## src/hdl/ibl_pkg.sv

```systemverilog
// constants, types and helpers of the image upscale blend block
package ibl_pkg;

    localparam int SRC_PIXELS = 65536;
    localparam int ADDR_W     = $clog2(SRC_PIXELS);

    localparam int DIM_W   = 13;
    localparam int COORD_W = 12;
    localparam int PIX_W   = 24;
    localparam int IDX_W   = 16;
    localparam int OUT_W   = 31;
    localparam int CHAN_W  = 8;

    localparam int DIV_STAGES = 12;
    localparam int QUO_W      = 12;
    localparam int DIVD_W     = 24;

    localparam int FRAC_SH = 11;
    localparam int MIX_SH  = 13;
    localparam int ACC_W   = 21;

    localparam logic [DIM_W-1:0]   DIM_MAX  = 13'd4096;
    localparam logic [FRAC_SH:0]   FRAC_ONE = 12'd2048;

    typedef enum logic {
        CMD_LOAD  = 1'b0,
        CMD_PIXEL = 1'b1
    } t_cmd;

    typedef enum logic [1:0] {
        CFG_SRC_WIDTH  = 2'd0,
        CFG_SRC_HEIGHT = 2'd1,
        CFG_DST_WIDTH  = 2'd2,
        CFG_DST_HEIGHT = 2'd3
    } t_cfg_idx;

    typedef struct packed {
        logic              valid;
        t_cmd              cmd;
        logic [IDX_W-1:0]  load_index;
        logic [PIX_W-1:0]  src_pixel;
    } t_side;

    typedef struct packed {
        t_side             side;
        logic [ADDR_W-1:0] addr_n;
        logic [ADDR_W-1:0] addr_s;
        logic [ADDR_W-1:0] addr_d;
        logic [ADDR_W-1:0] addr_g;
    } t_fetch;

    function automatic logic [DIM_W-1:0] sat_dim(input logic [DIM_W-1:0] v);
        logic [DIM_W-1:0] res;
        if (v == '0) begin
            res = DIM_W'(1);
        end else if (v > DIM_MAX) begin
            res = DIM_MAX;
        end else begin
            res = v;
        end
        return res;
    endfunction

endpackage

```

## src/hdl/ibl_div.sv

```systemverilog
// pipelined restoring divider, one quotient bit per stage
module ibl_div (
    input  logic                        i_clk,
    input  logic [ibl_pkg::DIVD_W-1:0]  i_dividend,
    input  logic [ibl_pkg::DIM_W-1:0]   i_divisor,
    output logic [ibl_pkg::QUO_W-1:0]   o_quotient,
    output logic [ibl_pkg::DIM_W-1:0]   o_remainder
);
    import ibl_pkg::*;

    logic [DIM_W-1:0] r_rem [DIV_STAGES];
    logic [QUO_W-1:0] r_low [DIV_STAGES];
    logic [QUO_W-1:0] r_quo [DIV_STAGES];

    for (genvar k = 0; k < DIV_STAGES; k++) begin : g_stage
        logic [DIM_W-1:0] rem_in;
        logic [QUO_W-1:0] low_in;
        logic [QUO_W-1:0] quo_in;
        logic [DIM_W:0]   trial;
        logic [DIM_W-1:0] n_rem;
        logic             qbit;

        if (k == 0) begin : g_first
            // upper dividend bits are below the divisor by construction
            assign rem_in = DIM_W'(i_dividend[DIVD_W-1:QUO_W]);
            assign low_in = i_dividend[QUO_W-1:0];
            assign quo_in = '0;
        end else begin : g_next
            assign rem_in = r_rem[k-1];
            assign low_in = r_low[k-1];
            assign quo_in = r_quo[k-1];
        end

        always_comb begin
            trial = {rem_in, low_in[QUO_W-1]};
            qbit  = (trial >= {1'b0, i_divisor});
            n_rem = qbit ? DIM_W'(trial - {1'b0, i_divisor}) : DIM_W'(trial);
        end

        always_ff @(posedge i_clk) begin
            r_rem[k] <= n_rem;
            r_low[k] <= {low_in[QUO_W-2:0], 1'b0};
            r_quo[k] <= {quo_in[QUO_W-2:0], qbit};
        end
    end

    assign o_quotient  = r_quo[DIV_STAGES-1];
    assign o_remainder = r_rem[DIV_STAGES-1];

endmodule

```

## config.mk

```make
export PLATFORM = sky130hd
export DESIGN_NAME = ibl_div
export DESIGN_NICKNAME = d
export VERILOG_FILES = /design/src/hdl/ibl_pkg.sv /design/src/hdl/ibl_div.sv
export SDC_FILE = /design/constraint.sdc
export NUM_CORES = 1
export LEC_CHECK = 0
export ABC_AREA = 1
export BUFFER_PORTS_ARGS = -buffer_cell sky130_fd_sc_hd__buf_2
export CORE_MARGIN = 3
export CORE_UTILIZATION = 45
export DETAILED_ROUTE_END_ITERATION = 7
export PLACE_DENSITY = 0.69
export SLEW_MARGIN = 5
export SYNTH_ARGS = -nofsm -noshare
export SYNTH_HDL_FRONTEND = slang
export SYNTH_SLANG_ARGS = --single-unit
```

## constraint.sdc

```tcl
create_clock -name i_clk -period 2.2 [get_ports i_clk]
set_input_delay 0.44 -clock i_clk [delete_from_list [all_inputs] [get_ports i_clk]]
set_output_delay 0.44 -clock i_clk [all_outputs]
set_load 0.02 [all_outputs]
```

# Word level (Yosys, flattened, before mapping)
# Memories as Yosys holds them, arrays and structs flattened.
# Index checks and enable logic that the tools add are counted.
# classes
order_cmp	12
add_sub_neg	12
muxes	12
# ops
operator	n
$mux 13	12
$sub 13x13->13	12
$ge 14x13->1	11
$ge 13x13->1	1
# totals
reg_bits	0
ram_bits	432
elab_cells	39
in_bits	38
mem_count	3
out_inout_bits	25
# memory_table
name	depth	width	rd	rd_ports_with_merged_regs	write_ports	line	source
r_rem	12	13	12	0	12	ibl_div.sv:11	logic [DIM_W-1:0] r_rem [DIV_STAGES];
r_quo	12	12	12	0	12	ibl_div.sv:13	logic [QUO_W-1:0] r_quo [DIV_STAGES];
r_low	12	11	11	0	12	ibl_div.sv:12	logic [QUO_W-1:0] r_low [DIV_STAGES];

# Longest topological paths before layout
# An unclocked memory read counts as a cell.
# logic_depth
word_depth	3
ltp_mapped	12
mapped_depth_nobuf	11

# Worst setup path before layout
# No wires, ideal clock.
# synth_timing
path_type	input to register
from	input i_divisor[12] (netlist bit)
to	memory r_rem[0][5]
required_ns	2.087
setup_slack_ns	0.190
setup_time_ns	0.113
n_path_buf	1
cell_stages	11
arrival_time_ns	1.898
cell_sequence	inv_1 -> ha_1 -> nand2_2 -> inv_1 -> nand2_1 -> nand2_1 -> a21oi_4 -> nand3_4 -> buf_8 -> nand2_2 -> o21ai_2
# synth_lines
element	line	source
start, declared	ibl_div.sv:5	input logic [ibl_pkg::DIM_W-1:0] i_divisor,
end, declared	ibl_div.sv:11	

==> summary.txt <==
Clock tree
  – Max clock buf depth: 3
  – Clock sink count: 300
  – Number of setup buffers added after CTS: 0
  – Post-CTS Resized: 0
  – CTS tree: done
  – Hold Buf Count CTS: 11
  – Root buffer cell: clkbuf_16
  – Htree depth: 2
  – Clock slew at reported path FFs: 0.06 ns
  – Total CTS buffers: 36
  – Clk Latency, worst-skew pair: 0.55 ns

Worst setup path
  – FF-to-FF End: r_rem[0][19]
  – Endpoint class of the critical path: register
  – Worst-path fanout max: 19
  – Worst setup SP type: register
  – Critical Path AT: 2.48 ns
  – CP Class: reg -> reg
  – Crit path largest cell delay: 0.41 ns
  – Critical Path Slowest Stage Cell: fa_1
  – CP required: 2.65 ns
  – Worst r2r src: r_low[0][10]
  – R2R setup slack: between 0.15 and 0.2 ns
  – CP cell instances: inv_1 -> ha_1 -> fa_1 -> inv_1 -> nand2_1 -> nand3_1 -> nand2_2 -> nand3_2 -> buf_12 -> nand2_1 -> o21ai_1
  – Cells on worst reg2reg path: 11

Global routing
  – GRT Residual Overflow: 0
  – Initial antenna violation count: 0
  – Vias in the first global route: 16805
  – All-Layer GR Usage: 22.3%
  – Largest net degree at the start of global routing: 22
  – First-pass GRT wire length: approximately 81000 um

Layout
  – Synth-to-layout area growth: 20.6%
  – Filler Cell Count: 3930
  – Commonest non-fill, non-tap cell in the layout: nand2_1
  – Most frequent cells in the layout: 904 x nand2_1, 529 x inv_1, 300 x dfxtp_1
  – Antenna Cells: 0
  – Layout cell share with drive strength beyond 1: 17.7%
  – Design Area, Final: 0.0228 mm^2
  – Finished Layout Cells: 3532
  – Fin nets: between 3000 and 4000

Yosys
  – Mapped Area: 0.0189 mm^2
  – Cells taking the most area after synthesis: dfxtp_1 32%, nand2_1 18%, inv_1 11%
  – Post-Synthesis Cells: 2702
  – Seq/Total Area, Yosys: 31.8%
  – Synth Warn #: 0
  – Syn Nets: 2908
  – Library cells used by synthesis: 30
  – Yosys reg bits: 300
  – Mean Syn Cell Area: 6.99 um^2
  – Synth top area share: 31.8%
  – Synth area leader: dfxtp_1

Die
  – Starting density of the core: 45.9%
  – Num ports: 63
  – Die W: 211 um
  – Die height: approximately 210 um
  – Die area: 0.0445 mm^2
  – Core area: between 0.04 and 0.05 mm^2
  – Row Count: 74

Timing
  – Worst-margin pin slew: approximately 0.41 ns
  – Worst Clk Skew: approximately 0.014 ns
  – Max Slew Vio Count: 0
  – RSZ-0062 raised after global routing: no
  – Minimum clock period: 2.02 ns
  – Final period utilization: 91.9%
  – Hold WS: 0.186 ns
  – Worst relative slew slack: 72.5%
  – Final setup fails: 0
  – Highest Clock Rate: 0.494 GHz
  – Final hold viol count: 0

Power and ir drop
  – Leak Pwr: 12.8 nW
  – Power, Total: approximately 34 mW
  – Pwr/cell area: about 1500 mW/mm^2
  – Worst VDD drop: 0.000761 V

Route
  – WL/cell: 13.9 um
  – Via density: 4.87
  – Vias: about 17000
  – Initial DRT Pass Iterations: 7
  – Post-Route WL: 49200 um
  – Drt drc: 0
  – Routed Antenna Nets: 0
  – Initial DRC count: 860

Placed design
  – Port bufs: 62
  – Placed instance area: 0.0214 mm^2
  – Final GP Congestion: between 0.9 and 1
  – Dpl hpwl: between 30000 and 40000 um
  – Dpl cells: 3457

Status
  – Outcome: finished clean

Min path
  – Hold Path End: r_rem[0][4]
  – Hold Path Depth: 3
  – Worst hold path type: in -> reg
  – Min-delay src: i_dividend[15]

Run
  – Max Cap Viol: 0
-- synthesized netlist by cell type --
cell / instances
nor3_1: 1
a21oi_4: 12
inv_1: 529
nor2_2: 19
buf_8: 2
nand2_2: 53
nand2_1: 904
ha_1: 156
nand3_4: 6
nor2_4: 15
inv_2: 22
and2_1: 4
nor2_1: 93
o21ai_1: 57
o21ai_2: 23
nand3_2: 59
nand4_4: 1
xnor2_1: 12
fa_1: 12
nand2_4: 3
nand3_1: 145
buf_6: 22
a21oi_1: 45
nand4_1: 132
and2_2: 2
buf_2: 5
dfxtp_1: 300
buf_4: 3
xor2_1: 64
and2_4: 1
-- layout make-up --
type	instances	area, um^2	area share (%)
Multi-Input combinational cell	1819	10500	46.0
Clock inverter	22	322	1.41
Clock buffer	42	965	4.24
Tap cell	532	666	2.92
Sequential cell	300	6010	26.4
Timing Repair Buffer	266	2270	9.96
Inverter	551	2070	9.08
-- metrics by stage --
step	TNS [ns]	worst slack, ns	utilization (%)
2_1_floorplan	0	0.190	-
6_report	0	0.177	55.4
3_3_place_gp	-2.07	-0.0931	52.0
5_1_grt	0	0.0989	55.4
3_5_place_dp	-6.45	-0.120	52.0
4_1_cts	0	0.208	55.4
-- registers in the layout, summed over array words and instances (netlist names) --
signal,cells
r_rem,156
r_quo,78
r_low,66
-- critical path: cells and delay by family (launching register included) --
kind / cells / cell delay [ns]
fa+ha+maj: 2 / 0.63
compound gates: 1 / 0.11
buf+inv: 3 / 0.35
simple gates: 5 / 0.45
flops: 1 / 0.39
-- how the worst max path moves through the flow --
stage               depth (start not counted)          start  slack, ns      endpoint
floorplan                                  11  i_divisor[12]       0.19   r_rem[0][5]
global placement                           14   i_divisor[5]      -0.09  r_rem[0][19]
detailed placement                         11   i_divisor[0]      -0.12  r_rem[0][19]
CTS                                        11   r_low[0][10]       0.21  r_rem[0][19]
global route                               11   r_low[1][10]        0.1  r_rem[0][38]
finish                                     11   r_low[0][10]       0.18  r_rem[0][19]
-- metal layers --
layer | vias up | routed length (um) | GRT usage, %
met3 | 113 | 2280 | 3.27
met5 | - | 0 | 0
met2 | 358 | 22300 | 37.9
li1 | 8951 | - | -
met4 | 0 | 1920 | 9.10
met1 | 7770 | 22700 | 28.6
-- power by group --
group	switching, mW	internal, mW
sequential	1.21	7.67
clock	2.44	4.00
combinational	11.4	7.71
-- logic make-up after synthesis --
kind of cell,synth area share (%)
simple gates,35.6
flops,31.8
xor+xnor,3.53
fa+ha+maj,11.6
buf+inv,12.7
compound gates,4.80
Power figures use the tool's default switching activity.
